$ cat src/hw/rtl/mme_pkg.sv
package mme_pkg;

    // Sizing
    localparam int MAX_DIM     = 8;
    localparam int DATA_WIDTH  = 16;
    localparam int STORE_DEPTH = MAX_DIM * MAX_DIM;
    localparam int ADDR_W      = $clog2(STORE_DEPTH);
    localparam int DIM_W       = $clog2(MAX_DIM + 1);
    localparam int IDX_W       = $clog2(MAX_DIM);
    localparam int CNT_W       = 2 * DIM_W;
    localparam int PROD_W      = 2 * DATA_WIDTH;

    // Fixed field widths
    localparam int CFG_W      = 4;
    localparam int OPC_W      = 2;
    localparam int ELEM_IDX_W = 6;
    localparam int ELEM_W     = 16;
    localparam int RESULT_W   = 36;
    localparam int POS_W      = 3;
    localparam int CMP_W      = (CNT_W > ELEM_IDX_W) ? CNT_W : ELEM_IDX_W;

    // Register port
    localparam int APB_ADDR_W = 4;
    localparam int APB_DATA_W = 32;

    localparam logic [CFG_W-1:0] CFG_RESET = CFG_W'(8);

    typedef enum logic [OPC_W-1:0] {
        OP_LOAD_A  = 2'd0,
        OP_LOAD_B  = 2'd1,
        OP_COMPUTE = 2'd2
    } t_opcode;

    typedef enum logic [1:0] {
        REG_ROW_COUNT    = 2'd0,
        REG_COLUMN_COUNT = 2'd1,
        REG_INNER_COUNT  = 2'd2
    } t_reg_index;

    // Travels alongside each product through the pipe
    typedef struct packed {
        logic             first_k;
        logic             last_k;
        logic             last;
        logic [IDX_W-1:0] row;
        logic [IDX_W-1:0] col;
    } t_tag;

    // Zero acts as one, anything above MAX_DIM acts as MAX_DIM
    function automatic logic [DIM_W-1:0] clamp_dim(input logic [CFG_W-1:0] v);
        if (v == '0) begin
            return DIM_W'(1);
        end
        if (int'(v) > MAX_DIM) begin
            return DIM_W'(MAX_DIM);
        end
        return DIM_W'(v);
    endfunction

endpackage

$ cat src/hw/rtl/mme_ram.sv
module mme_ram #(
    parameter int WIDTH = 16,
    parameter int DEPTH = 64
) (
    input  logic                     i_clk,
    input  logic                     i_wr_en,
    input  logic [$clog2(DEPTH)-1:0] i_wr_addr,
    input  logic [WIDTH-1:0]         i_wr_data,
    input  logic                     i_rd_en,
    input  logic [$clog2(DEPTH)-1:0] i_rd_addr,
    output logic [WIDTH-1:0]         o_rd_data
);

    logic [WIDTH-1:0] r_mem [DEPTH];
    logic [WIDTH-1:0] r_rd_data;

    always_ff @(posedge i_clk) begin
        if (i_wr_en) begin
            r_mem[i_wr_addr] <= i_wr_data;
        end
        if (i_rd_en) begin
            r_rd_data <= r_mem[i_rd_addr];
        end
    end

    assign o_rd_data = r_rd_data;

endmodule

$ cat src/hw/rtl/mme_mac.sv
module mme_mac import mme_pkg::*; (
    input  logic                       i_clk,
    input  logic                       i_rst_n,
    input  logic                       i_advance,
    input  logic                       i_valid,
    input  t_tag                       i_tag,
    input  logic [DATA_WIDTH-1:0]      i_a,
    input  logic [DATA_WIDTH-1:0]      i_b,
    input  logic signed [RESULT_W-1:0] i_tap,
    output logic                       o_valid,
    output t_tag                       o_tag,
    output logic signed [RESULT_W-1:0] o_sum
);

    logic signed [PROD_W-1:0]   r_prod;
    logic                       r_valid;
    t_tag                       r_tag;
    logic signed [RESULT_W-1:0] w_prod_ext;
    logic signed [RESULT_W-1:0] w_base;

    always_ff @(posedge i_clk) begin
        if (!i_rst_n) begin
            r_valid <= 1'b0;
        end else if (i_advance) begin
            r_valid <= i_valid;
        end
    end

    always_ff @(posedge i_clk) begin
        if (i_advance) begin
            r_prod <= $signed(i_a) * $signed(i_b);
            r_tag  <= i_tag;
        end
    end

    // first inner step starts a fresh sum, later steps add to the recirculated one
    always_comb begin
        w_prod_ext = RESULT_W'(r_prod);
        w_base     = r_tag.first_k ? '0 : i_tap;
        o_sum      = w_prod_ext + w_base;
    end

    assign o_valid = r_valid;
    assign o_tag   = r_tag;

endmodule

$ cat src/hw/rtl/mme_cell.sv
module mme_cell import mme_pkg::*; (
    input  logic                       i_clk,
    input  logic                       i_shift,
    input  logic signed [RESULT_W-1:0] i_sum,
    output logic signed [RESULT_W-1:0] o_sum
);

    // one partial sum of the current result row
    logic signed [RESULT_W-1:0] r_sum;

    always_ff @(posedge i_clk) begin
        if (i_shift) begin
            r_sum <= i_sum;
        end
    end

    assign o_sum = r_sum;

endmodule

$ cat src/hw/rtl/matrix_multiply_engine.sv
// Loads give no result; a new item is taken every cycle while idle.
// A compute item busies the block while it issues rows*inner*columns products (one product per cycle
// unless the output stalls, through one read port of each store); results arrive one per cycle,
// unless the output stalls, in the last inner step of each row.
// Reset (synchronous, active low) sets all size registers to 8 and empties the pipe;
// the element stores are not cleared and hold garbage until written.
module matrix_multiply_engine import mme_pkg::*; (
    input  logic                         i_clk,
    input  logic                         i_rst_n,

    // item input
    input  logic                         i_in_valid,
    output logic                         o_in_stall,
    input  logic [OPC_W-1:0]             i_opcode,
    input  logic [ELEM_IDX_W-1:0]        i_element_index,
    input  logic signed [ELEM_W-1:0]     i_element_value,

    // result output
    output logic                         o_out_valid,
    input  logic                         i_out_stall,
    output logic signed [RESULT_W-1:0]   o_result_value,
    output logic [POS_W-1:0]             o_result_row,
    output logic [POS_W-1:0]             o_result_column,
    output logic                         o_last_result,

    // register port
    input  logic                         psel,
    input  logic                         penable,
    input  logic                         pwrite,
    input  logic [APB_ADDR_W-1:0]        paddr,
    input  logic [APB_DATA_W-1:0]        pwdata,
    output logic [APB_DATA_W-1:0]        prdata,
    output logic                         pready
);

    typedef enum logic {
        ST_IDLE,
        ST_RUN
    } t_state;

    t_state r_state;

    // size registers, raw as written
    logic [CFG_W-1:0] r_row_count;
    logic [CFG_W-1:0] r_column_count;
    logic [CFG_W-1:0] r_inner_count;

    // sizes latched for the running compute
    logic [DIM_W-1:0] r_rows;
    logic [DIM_W-1:0] r_cols;
    logic [DIM_W-1:0] r_inner;

    // walk counters: row i, inner k, column j.
    // Loop order is i, k, j so the B address simply counts up within a row.
    logic [IDX_W-1:0]  r_i;
    logic [IDX_W-1:0]  r_k;
    logic [IDX_W-1:0]  r_j;
    logic [ADDR_W-1:0] r_p;
    logic [ADDR_W-1:0] r_a_base;

    // stage 1: store read data registered in the RAMs
    logic r_s1_valid;
    t_tag r_s1_tag;

    // output register
    logic                       r_out_valid;
    logic signed [RESULT_W-1:0] r_out_value;
    logic [POS_W-1:0]           r_out_row;
    logic [POS_W-1:0]           r_out_col;
    logic                       r_out_last;

    logic                       w_adv;
    logic                       w_in_acc;
    logic                       w_cfg_wr;
    t_opcode                    w_op;
    t_reg_index                 w_reg_idx;
    logic [DIM_W-1:0]           w_rows_c;
    logic [DIM_W-1:0]           w_cols_c;
    logic [DIM_W-1:0]           w_inner_c;
    logic [CMP_W-1:0]           w_idx_ext;
    logic [CMP_W-1:0]           w_a_limit;
    logic [CMP_W-1:0]           w_b_limit;
    logic                       w_idx_in_store;
    logic                       w_we_a;
    logic                       w_we_b;
    logic                       w_start;
    logic [ADDR_W-1:0]          w_wr_addr;
    logic [DATA_WIDTH-1:0]      w_wr_data;
    logic [ADDR_W-1:0]          w_a_addr;
    logic [IDX_W-1:0]           w_rows_m1;
    logic [IDX_W-1:0]           w_cols_m1;
    logic [IDX_W-1:0]           w_inner_m1;
    logic                       w_i_end;
    logic                       w_k_end;
    logic                       w_j_end;
    t_tag                       w_issue_tag;
    logic [DATA_WIDTH-1:0]      w_a_data;
    logic [DATA_WIDTH-1:0]      w_b_data;
    logic                       w_mac_valid;
    t_tag                       w_mac_tag;
    logic signed [RESULT_W-1:0] w_mac_sum;
    logic signed [RESULT_W-1:0] w_tap;
    logic                       w_shift;
    logic                       w_emit;
    logic signed [RESULT_W-1:0] w_chain [MAX_DIM];

    // The whole pipe moves unless a result sits in the output register and is stalled.
    assign w_adv      = !(r_out_valid && i_out_stall);
    assign o_in_stall = (r_state == ST_RUN);
    assign w_in_acc   = i_in_valid && !o_in_stall;
    assign w_cfg_wr   = psel && penable && pwrite && pready;
    assign w_reg_idx  = t_reg_index'(paddr[APB_ADDR_W-1:2]);
    assign pready     = 1'b1;

    always_comb begin
        unique case (w_reg_idx)
            REG_ROW_COUNT:    prdata = APB_DATA_W'(r_row_count);
            REG_COLUMN_COUNT: prdata = APB_DATA_W'(r_column_count);
            REG_INNER_COUNT:  prdata = APB_DATA_W'(r_inner_count);
            default:          prdata = '0;
        endcase
    end

    // Load decode: index must fall inside the active matrix size
    always_comb begin
        w_op           = t_opcode'(i_opcode);
        w_rows_c       = clamp_dim(r_row_count);
        w_cols_c       = clamp_dim(r_column_count);
        w_inner_c      = clamp_dim(r_inner_count);
        w_idx_ext      = CMP_W'(i_element_index);
        w_a_limit      = CMP_W'(CNT_W'(w_rows_c) * CNT_W'(w_inner_c));
        w_b_limit      = CMP_W'(CNT_W'(w_inner_c) * CNT_W'(w_cols_c));
        w_idx_in_store = (w_idx_ext < CMP_W'(STORE_DEPTH));
        w_we_a         = w_in_acc && (w_op == OP_LOAD_A) && w_idx_in_store
                         && (w_idx_ext < w_a_limit);
        w_we_b         = w_in_acc && (w_op == OP_LOAD_B) && w_idx_in_store
                         && (w_idx_ext < w_b_limit);
        w_start        = w_in_acc && (w_op == OP_COMPUTE);
        w_wr_addr      = ADDR_W'(i_element_index);
        w_wr_data      = DATA_WIDTH'(i_element_value);
    end

    // Issue stage: address of A(i,k) and B(k,j), plus the tag for this product
    always_comb begin
        w_rows_m1          = IDX_W'(r_rows - DIM_W'(1));
        w_cols_m1          = IDX_W'(r_cols - DIM_W'(1));
        w_inner_m1         = IDX_W'(r_inner - DIM_W'(1));
        w_i_end            = (r_i == w_rows_m1);
        w_k_end            = (r_k == w_inner_m1);
        w_j_end            = (r_j == w_cols_m1);
        w_a_addr           = r_a_base + ADDR_W'(r_k);
        w_issue_tag.first_k = (r_k == '0);
        w_issue_tag.last_k  = w_k_end;
        w_issue_tag.last    = w_i_end && w_k_end && w_j_end;
        w_issue_tag.row     = r_i;
        w_issue_tag.col     = r_j;
    end

    mme_ram #(
        .WIDTH (DATA_WIDTH),
        .DEPTH (STORE_DEPTH)
    ) u_store_a (
        .i_clk     (i_clk),
        .i_wr_en   (w_we_a),
        .i_wr_addr (w_wr_addr),
        .i_wr_data (w_wr_data),
        .i_rd_en   (w_adv),
        .i_rd_addr (w_a_addr),
        .o_rd_data (w_a_data)
    );

    mme_ram #(
        .WIDTH (DATA_WIDTH),
        .DEPTH (STORE_DEPTH)
    ) u_store_b (
        .i_clk     (i_clk),
        .i_wr_en   (w_we_b),
        .i_wr_addr (w_wr_addr),
        .i_wr_data (w_wr_data),
        .i_rd_en   (w_adv),
        .i_rd_addr (r_p),
        .o_rd_data (w_b_data)
    );

    // Stage 2: product register and the head adder
    mme_mac u_mac (
        .i_clk     (i_clk),
        .i_rst_n   (i_rst_n),
        .i_advance (w_adv),
        .i_valid   (r_s1_valid),
        .i_tag     (r_s1_tag),
        .i_a       (w_a_data),
        .i_b       (w_b_data),
        .i_tap     (w_tap),
        .o_valid   (w_mac_valid),
        .o_tag     (w_mac_tag),
        .o_sum     (w_mac_sum)
    );

    // Chain of partial sums. Each new sum enters cell 0 and moves one cell per
    // product; after 'columns' products the sum for the same column reaches the
    // tap at cell columns-1, just as the next inner step for that column arrives.
    assign w_shift = w_adv && w_mac_valid;
    assign w_tap   = w_chain[w_cols_m1];
    assign w_emit  = w_mac_valid && w_mac_tag.last_k;

    for (genvar c = 0; c < MAX_DIM; c++) begin : g_chain
        if (c == 0) begin : g_head
            mme_cell u_cell (
                .i_clk   (i_clk),
                .i_shift (w_shift),
                .i_sum   (w_mac_sum),
                .o_sum   (w_chain[c])
            );
        end else begin : g_body
            mme_cell u_cell (
                .i_clk   (i_clk),
                .i_shift (w_shift),
                .i_sum   (w_chain[c-1]),
                .o_sum   (w_chain[c])
            );
        end
    end

    always_ff @(posedge i_clk) begin
        if (!i_rst_n) begin
            r_state        <= ST_IDLE;
            r_s1_valid     <= 1'b0;
            r_out_valid    <= 1'b0;
            r_row_count    <= CFG_RESET;
            r_column_count <= CFG_RESET;
            r_inner_count  <= CFG_RESET;
        end else begin
            if (w_cfg_wr) begin
                unique case (w_reg_idx)
                    REG_ROW_COUNT:    r_row_count    <= pwdata[CFG_W-1:0];
                    REG_COLUMN_COUNT: r_column_count <= pwdata[CFG_W-1:0];
                    REG_INNER_COUNT:  r_inner_count  <= pwdata[CFG_W-1:0];
                    default: ;
                endcase
            end

            unique case (r_state)
                ST_IDLE: begin
                    if (w_start) begin
                        r_state  <= ST_RUN;
                        r_rows   <= w_rows_c;
                        r_cols   <= w_cols_c;
                        r_inner  <= w_inner_c;
                        r_i      <= '0;
                        r_k      <= '0;
                        r_j      <= '0;
                        r_p      <= '0;
                        r_a_base <= '0;
                    end
                end
                ST_RUN: begin
                    if (w_adv) begin
                        if (w_j_end) begin
                            r_j <= '0;
                            if (w_k_end) begin
                                r_k      <= '0;
                                r_p      <= '0;
                                r_i      <= r_i + IDX_W'(1);
                                r_a_base <= r_a_base + ADDR_W'(r_inner);
                                if (w_i_end) begin
                                    r_state <= ST_IDLE;
                                end
                            end else begin
                                r_k <= r_k + IDX_W'(1);
                                r_p <= r_p + ADDR_W'(1);
                            end
                        end else begin
                            r_j <= r_j + IDX_W'(1);
                            r_p <= r_p + ADDR_W'(1);
                        end
                    end
                end
                default: r_state <= ST_IDLE;
            endcase

            if (w_adv) begin
                r_s1_valid  <= (r_state == ST_RUN);
                r_s1_tag    <= w_issue_tag;
                r_out_valid <= w_emit;
                if (w_emit) begin
                    r_out_value <= w_mac_sum;
                    r_out_row   <= POS_W'(w_mac_tag.row);
                    r_out_col   <= POS_W'(w_mac_tag.col);
                    r_out_last  <= w_mac_tag.last;
                end
            end
        end
    end

    assign o_out_valid     = r_out_valid;
    assign o_result_value  = r_out_value;
    assign o_result_row    = r_out_row;
    assign o_result_column = r_out_col;
    assign o_last_result   = r_out_last;

endmodule

$ cat config.mk
export PLATFORM = sky130hd
export DESIGN_NAME = matrix_multiply_engine
export DESIGN_NICKNAME = d
export VERILOG_FILES = /design/src/hw/rtl/mme_pkg.sv /design/src/hw/rtl/mme_ram.sv /design/src/hw/rtl/mme_mac.sv /design/src/hw/rtl/mme_cell.sv /design/src/hw/rtl/matrix_multiply_engine.sv
export SDC_FILE = /design/constraint.sdc
export NUM_CORES = 2
export LEC_CHECK = 0
export BUFFER_PORTS_ARGS = -buffer_cell sky130_fd_sc_hd__buf_2
export CAP_MARGIN = 20
export CORE_MARGIN = 2
export CORE_UTILIZATION = 23
export DETAILED_ROUTE_END_ITERATION = 10
export HOLD_SLACK_MARGIN = 0.02
export PLACE_DENSITY = 0.37
export SYNTH_ARGS = -nofsm -noshare
export SYNTH_HDL_FRONTEND = slang
export SYNTH_SLANG_ARGS = --single-unit
export TNS_END_PERCENT = 100
$ cat constraint.sdc
create_clock -name i_clk -period 12.4 [get_ports i_clk]
set_input_delay 0 -clock i_clk [delete_from_list [all_inputs] [get_ports i_clk]]
set_output_delay 0 -clock i_clk [all_outputs]
set_load 0.05 [all_outputs]
# Word-level counts from Yosys, hierarchy flattened
# Memories as Yosys holds them, arrays and structs flattened. A register that Yosys moved wholly into a read port is not among the register bits.
# Cells that the tools add are included.
# op_classes
add_sub_neg	10
n_div	0
muxes	57
n_mul	3
shifts	0
magnitude_cmp	6
n_bitwise	3
n_eq_ne	11
reduce_logical	32
# ops
operator	n
36-bit binary-select mux with 3-bit select	1
36-bit 2-to-1 mux	3
4-bit 2-to-1 mux	12
6-bit 2-to-1 mux	7
32-bit by 36-bit adder with 36-bit output	1
16-bit by 16-bit multiplier with 32-bit output	1
3-bit 2-to-1 mux	9
6-bit case mux with 2 select lines	2
1-bit 2-to-1 mux	18
3-bit case mux with 2 select lines	3
6-bit by 8-bit less-than comparator with 1-bit output	2
4-bit by 4-bit multiplier with 8-bit output	2
1-bit logical AND	13
4-bit greater-than comparator, second input constant	3
4-bit zero test	3
4-bit case mux with 3 select lines	1
3-bit by 1-bit adder with 3-bit output, second input constant	3
3-bit equality test	3
3-bit AND reduction	3
3-bit by 1-bit subtractor with 3-bit output, second input constant	3
2-bit AND reduction	4
6-bit by 1-bit adder with 6-bit output, second input constant	1
6-bit by 3-bit adder with 6-bit output	1
6-bit by 4-bit adder with 6-bit output	1
other kinds (13)	22
# totals
elab_cells	162
inputBits	67
mem_bits_ro	0
latch_bits	0
ram_bits	2048
register_bits	428
output_inout_bits	78
mem_count	2
# memory_table
name	depth	width	rd	rd_ports_with_merged_regs	write_ports	line_no	rtl
u_store_a.r_mem	64	16	1	1	1	mme_ram.sv:14	logic [WIDTH-1:0] r_mem [DEPTH];
u_store_b.r_mem	64	16	1	1	1	mme_ram.sv:14	

# Longest topological paths before layout
# logic_depth
word_depth	10
depth_mapped	23
depth_no_buf	22

# By module
# A second synthesis with hierarchy kept.
# hier_totals
hier_cells	5959
area_unflattened_um2	109971.7
# by_module_without_submodules
mod	n_inst	cells_per_inst	area_each_um2	seq_area_each_um2
mme_ram (u_store_a)	1	1829	40236.1	31230.0
mme_ram (u_store_b)	1	1829	40202.3	31230.0
mme_mac	1	1425	13237.7	1251.2
mme_cell	8	36	1081.0	1081.0
matrix_multiply_engine	1	588	7647.3	2792.7

# Worst setup path after synthesis
# OpenSTA, ideal clock, no wires.
# synth_timing
path_type	register -> register
startpoint	register r_out_valid, in the netlist o_out_valid
endpoint	register g_chain[0].g_head.u_cell.r_sum[0], enable pin
setup_time_ps	684
path_slack_ps	2818
synth_period_minus_slack_ps	9582
path_stages_with_launch	3
arrival_time_ps	8898
cell_sequence	dfxtp_1 -> nand2_1 -> and2_1
# synth_between
elab_chain_len	3
# synth_rtl
item	line_no	rtl
start, declared	matrix_multiply_engine.sv:66	logic r_out_valid;
start signal, assigned	matrix_multiply_engine.sv:285	r_out_valid <= w_emit;
1-bit logical AND	matrix_multiply_engine.sv:108	assign w_adv = !(r_out_valid && i_out_stall);
1-bit zero test	matrix_multiply_engine.sv:108	
1-bit logical AND	matrix_multiply_engine.sv:203	assign w_shift = w_adv && w_mac_valid;
net g_chain[0].g_head.u_cell.i_shift	mme_cell.sv:3	input logic i_shift,
end signal, assigned	mme_cell.sv:13	r_sum <= i_sum;
end, declared	mme_cell.sv:9	logic signed [RESULT_W-1:0] r_sum;
# The timed path passes the listed nets, and every way through them passes these cells.
# A chain may end at the register's enable or synchronous reset.

# Worst setup path after layout
# layout_timing
startpoint	register u_store_b.r_rd_data[2], in the netlist u_store_b.o_rd_data[2], read port of u_store_b.r_mem
endpoint	register u_mac.r_prod[30] (data pin)
# layout_between
elab_chain_len	1
# layout_rtl
item	line_no	rtl
start, declared	mme_ram.sv:15	logic [WIDTH-1:0] r_rd_data;
16-bit by 16-bit multiplier with 32-bit output	mme_mac.sv:31	r_prod <= $signed(i_a) * $signed(i_b);
end signal, assigned	mme_mac.sv:31	
end, declared	mme_mac.sv:15	logic signed [PROD_W-1:0] r_prod;
# Every way passes these cells.

==> reports/metrics.yaml <==
run_status:
  status: "finished clean"
timing:
  slew_viol_final: 0
  slew_headroom_pct: 17.3
  fin_crit_sh_pct: 57.1
  period_needed_ns: 7.07
  rsz0062_at_grt: "false"
  skew_ns: 0.0811
  max_freq_ghz: 0.141
  hold_viol: 0
  max_slew.worst_pin.slew_ns: 1.24
  finalSetupTns_ns: 0
  setup_viol: 0
job:
  cap_viol_max_count: 0
critical_path:
  critPathCaptureType: "flop"
  critical-path-max-stage-delay_ns: 0.81
  critPathMostFrequentCell: "fa_1"
  critPathSlowestCell: "fa_1"
  start_kind: "flop"
  crit_chain: "nand2_1, inv_1, fa_1, fa_1, inv_1, fa_1, fa_1, fa_1, fa_1, inv_1, ha_1, and3_1, nand3_1, nor3_1, o21ai_0, or2_2, a31oi_1, xor2_1"
  cp_data_required_time_ns: 13.01
  path_class: "flop to flop"
  cp_num_buf_inv: 3
  cp.arrival_ns: 7.68
  path_max_fanout: 16
  cp_top_family: "adder cells"
cts:
  numCtsBuffers: 294
  cts.clk_slew.worst_paths_ns: 0.06
  cts_tree: "built"
  cts_resized: 0
  ctsHoldBuffers: 51
  cts.sinks: 2508
  clock_path_buffers: 4
  h-tree-depth: 5
  cts_root_buf: "clkbuf_16"
  clkLatencyLatePin_ns: 0.95
  postCtsSetupRepairBufs: 0
pwr:
  ir_drop_mv: 0.618
  p_leak_nw: 42.1
  p_int_w: 0.0221
  p_per_area_nw_per_um2: 274
  sequentialPowerShare_pct: 29.9
  clkPwrFrac_pct: 24.4
  switchingPower_w: 0.0130
  swShare_pct: 37.0
  comb_power_share_pct: 45.8
yosys:
  synth_warnings: 0
  yosys.area.top_type: "edfxtp_1"
  ys.flop_type: "edfxtp_1"
  yosysTopAreaCellShare_pct: 68.8
  synthCells: 5890
  synth_most_common_cell: "edfxtp_1"
  synth_edf_count: 2492
  synth_common_cells: "edfxtp_1 (2492), mux4_2 (552), nand2_1 (342)"
  async_flop_share_pct: 0
  syn-cell-area_um2: 109000
  ys_ff_latch: 2508
  syn_avg_cell_area_um2: 18.5
  synth.area.top_cells: "edfxtp_1 (69%), mux4_2 (11%), fa_1 (5.0%)"
  seq_area_frac_synth_pct: 69.1
  ys_types: 69
route:
  via_per_inst: 4.29
  vias: 54500
  ant_nets: 0
  drt-initial-drc-count: 4364
  drtPass1Iterations: 7
  wl_per_cell_um: 24.6
  drt_wl_total_um: 313000
  drc: 0
placed_design:
  globalplace.congestion: 0.749
  placed_area_um2: 118000
  hpwl_um: 186000
  numPortBuffers: 85
hold_path:
  hold_path.class: "input port to flop"
die:
  io_pins: 145
  die_w_um: 691
  die_h_um: 691
  coreArea_um2: 471000
  start_util_pct: 23.1
  rows: 252
  die_area_um2: 478000
global_route:
  antenna_found_initial: 33
  track_usage_pct: 12.8
  grt_overflow: 0
  grt_pass1_wl_um: 440000
  grt_pass1_vias: 57100
  grt_max_degree: 129
finish:
  final_area_um2: 128000
  nets: 6753
  area_growth_pct: 17.6
  drive_above_1_share_pct: 21.4
flip-flops by register name, indices dropped and copies added (netlist names), 4 cells and up:
name / count
g_chain.g_head.u_cell.o_sum: 36
r_row_count: 4
u_mac.o_tag: 9
u_store_a.o_rd_data: 16
r_p: 6
u_store_a.r_mem: 1024
r_inner_count: 4
r_inner: 4
r_s1_tag: 9
u_store_b.o_rd_data: 16
r_a_base: 6
g_chain.g_body.u_cell.o_sum: 252
u_mac.r_prod: 32
u_store_b.r_mem: 1024
r_column_count: 4
o_result_value: 36
stage by stage:
stage | utilization (%) | std cells | total power, W | hold slack, ns | worst slack (ns)
2_1_floorplan | - | 5917 | 0.0227 | 0.0989 | 2.82
3_3_place_gp | 25.0 | 12100 | 0.0269 | 0.280 | 5.23
3_5_place_dp | 25.0 | 12100 | 0.0269 | 0.282 | 5.24
4_1_cts | 27.1 | 12700 | 0.0356 | 0.0248 | 5.18
5_1_grt | 27.1 | 12700 | 0.0380 | 0.0434 | 4.95
6_report | 27.1 | 12700 | 0.0350 | 0.0574 | 5.33
cells in the final DEF, fill, tap and decap left out, types with 17 or more instances in the layout:
master,netlist,layout
edfxtp_1,2492,2492
mux4_2,552,552
nand2_1,342,340
inv_1,335,335
clkbuf_16,0,297
fa_1,273,272
a21oi_1,230,230
mux2i_1,208,208
buf_4,30,178
ha_1,166,164
and2_1,142,140
nor2_1,181,125
o21ai_0,98,98
clkbuf_1,171,75
buf_2,65,69
o22ai_1,66,66
o221ai_1,64,64
mux2_2,64,64
xnor2_1,65,60
clkinv_1,0,52
dlygate4sd3_1,0,50
nor2b_1,38,38
nor2_2,0,38
nand3_1,37,37
a21o_1,35,35
xor2_1,35,34
clkinv_2,0,33
conb_1,2,29
bufinv_16,0,22
nor2_4,0,18
diode_2,0,17
per-layer routing:
| metal | share of wire, % | track usage [%] |
|---|---|---|
| met5 | 0.016 | 0 |
| met4 | 2.2 | 3.08 |
| met3 | 5.6 | 2.57 |
| met2 | 45 | 19.7 |
| met1 | 47 | 18.4 |
cell families after synthesis:
group | share of synthesized area [%]
AOI/OAI and AO/OA | 3.33
xor gates and xnor gates | 0.806
adders and majority gates | 6.94
buffers and inverters | 2.33
DFF | 69.1
muxes | 14.0
other | 0.00691
and+or+nand+nor | 3.44
area by class of cell:
cell class / count / area (um2)
clock buffers: 375 / 7750
diodes: 17 / 42.5
fillers: 47000 / 343000
inverters: 335 / 1260
flip-flops and latches: 2508 / 75200
multi-input cells: 2786 / 31500
clock inverters: 141 / 1660
repair buffers: 322 / 2600
well taps: 6223 / 7790
power groups by stage:
stage | combinational (W) | clock, W | sequential (W)
3_3_place_gp | 0.0163 | 0 | 0.0106
6_report | 0.0160 | 0.00853 | 0.0105
5_1_grt | 0.0183 | 0.00915 | 0.0105
3_5_place_dp | 0.0162 | 0 | 0.0107
2_1_floorplan | 0.0122 | 0 | 0.0105
4_1_cts | 0.0163 | 0.00883 | 0.0105
final timing paths:
kind / end / slack [ns] / cells after the start / start
setup reg to reg: u_mac.r_prod[30] / 5.33 / 18 / u_store_b.o_rd_data[2]
setup / recovery: u_mac.r_prod[30] / 5.33 / 18 / u_store_b.o_rd_data[2]
hold reg to reg: o_last_result / 0.42 / 0 / u_mac.o_tag[6]
hold / removal: u_store_b.r_mem[38][5] / 0.06 / 2 / i_element_value[5]
Note: power is estimated with default switching activity, not from simulation.
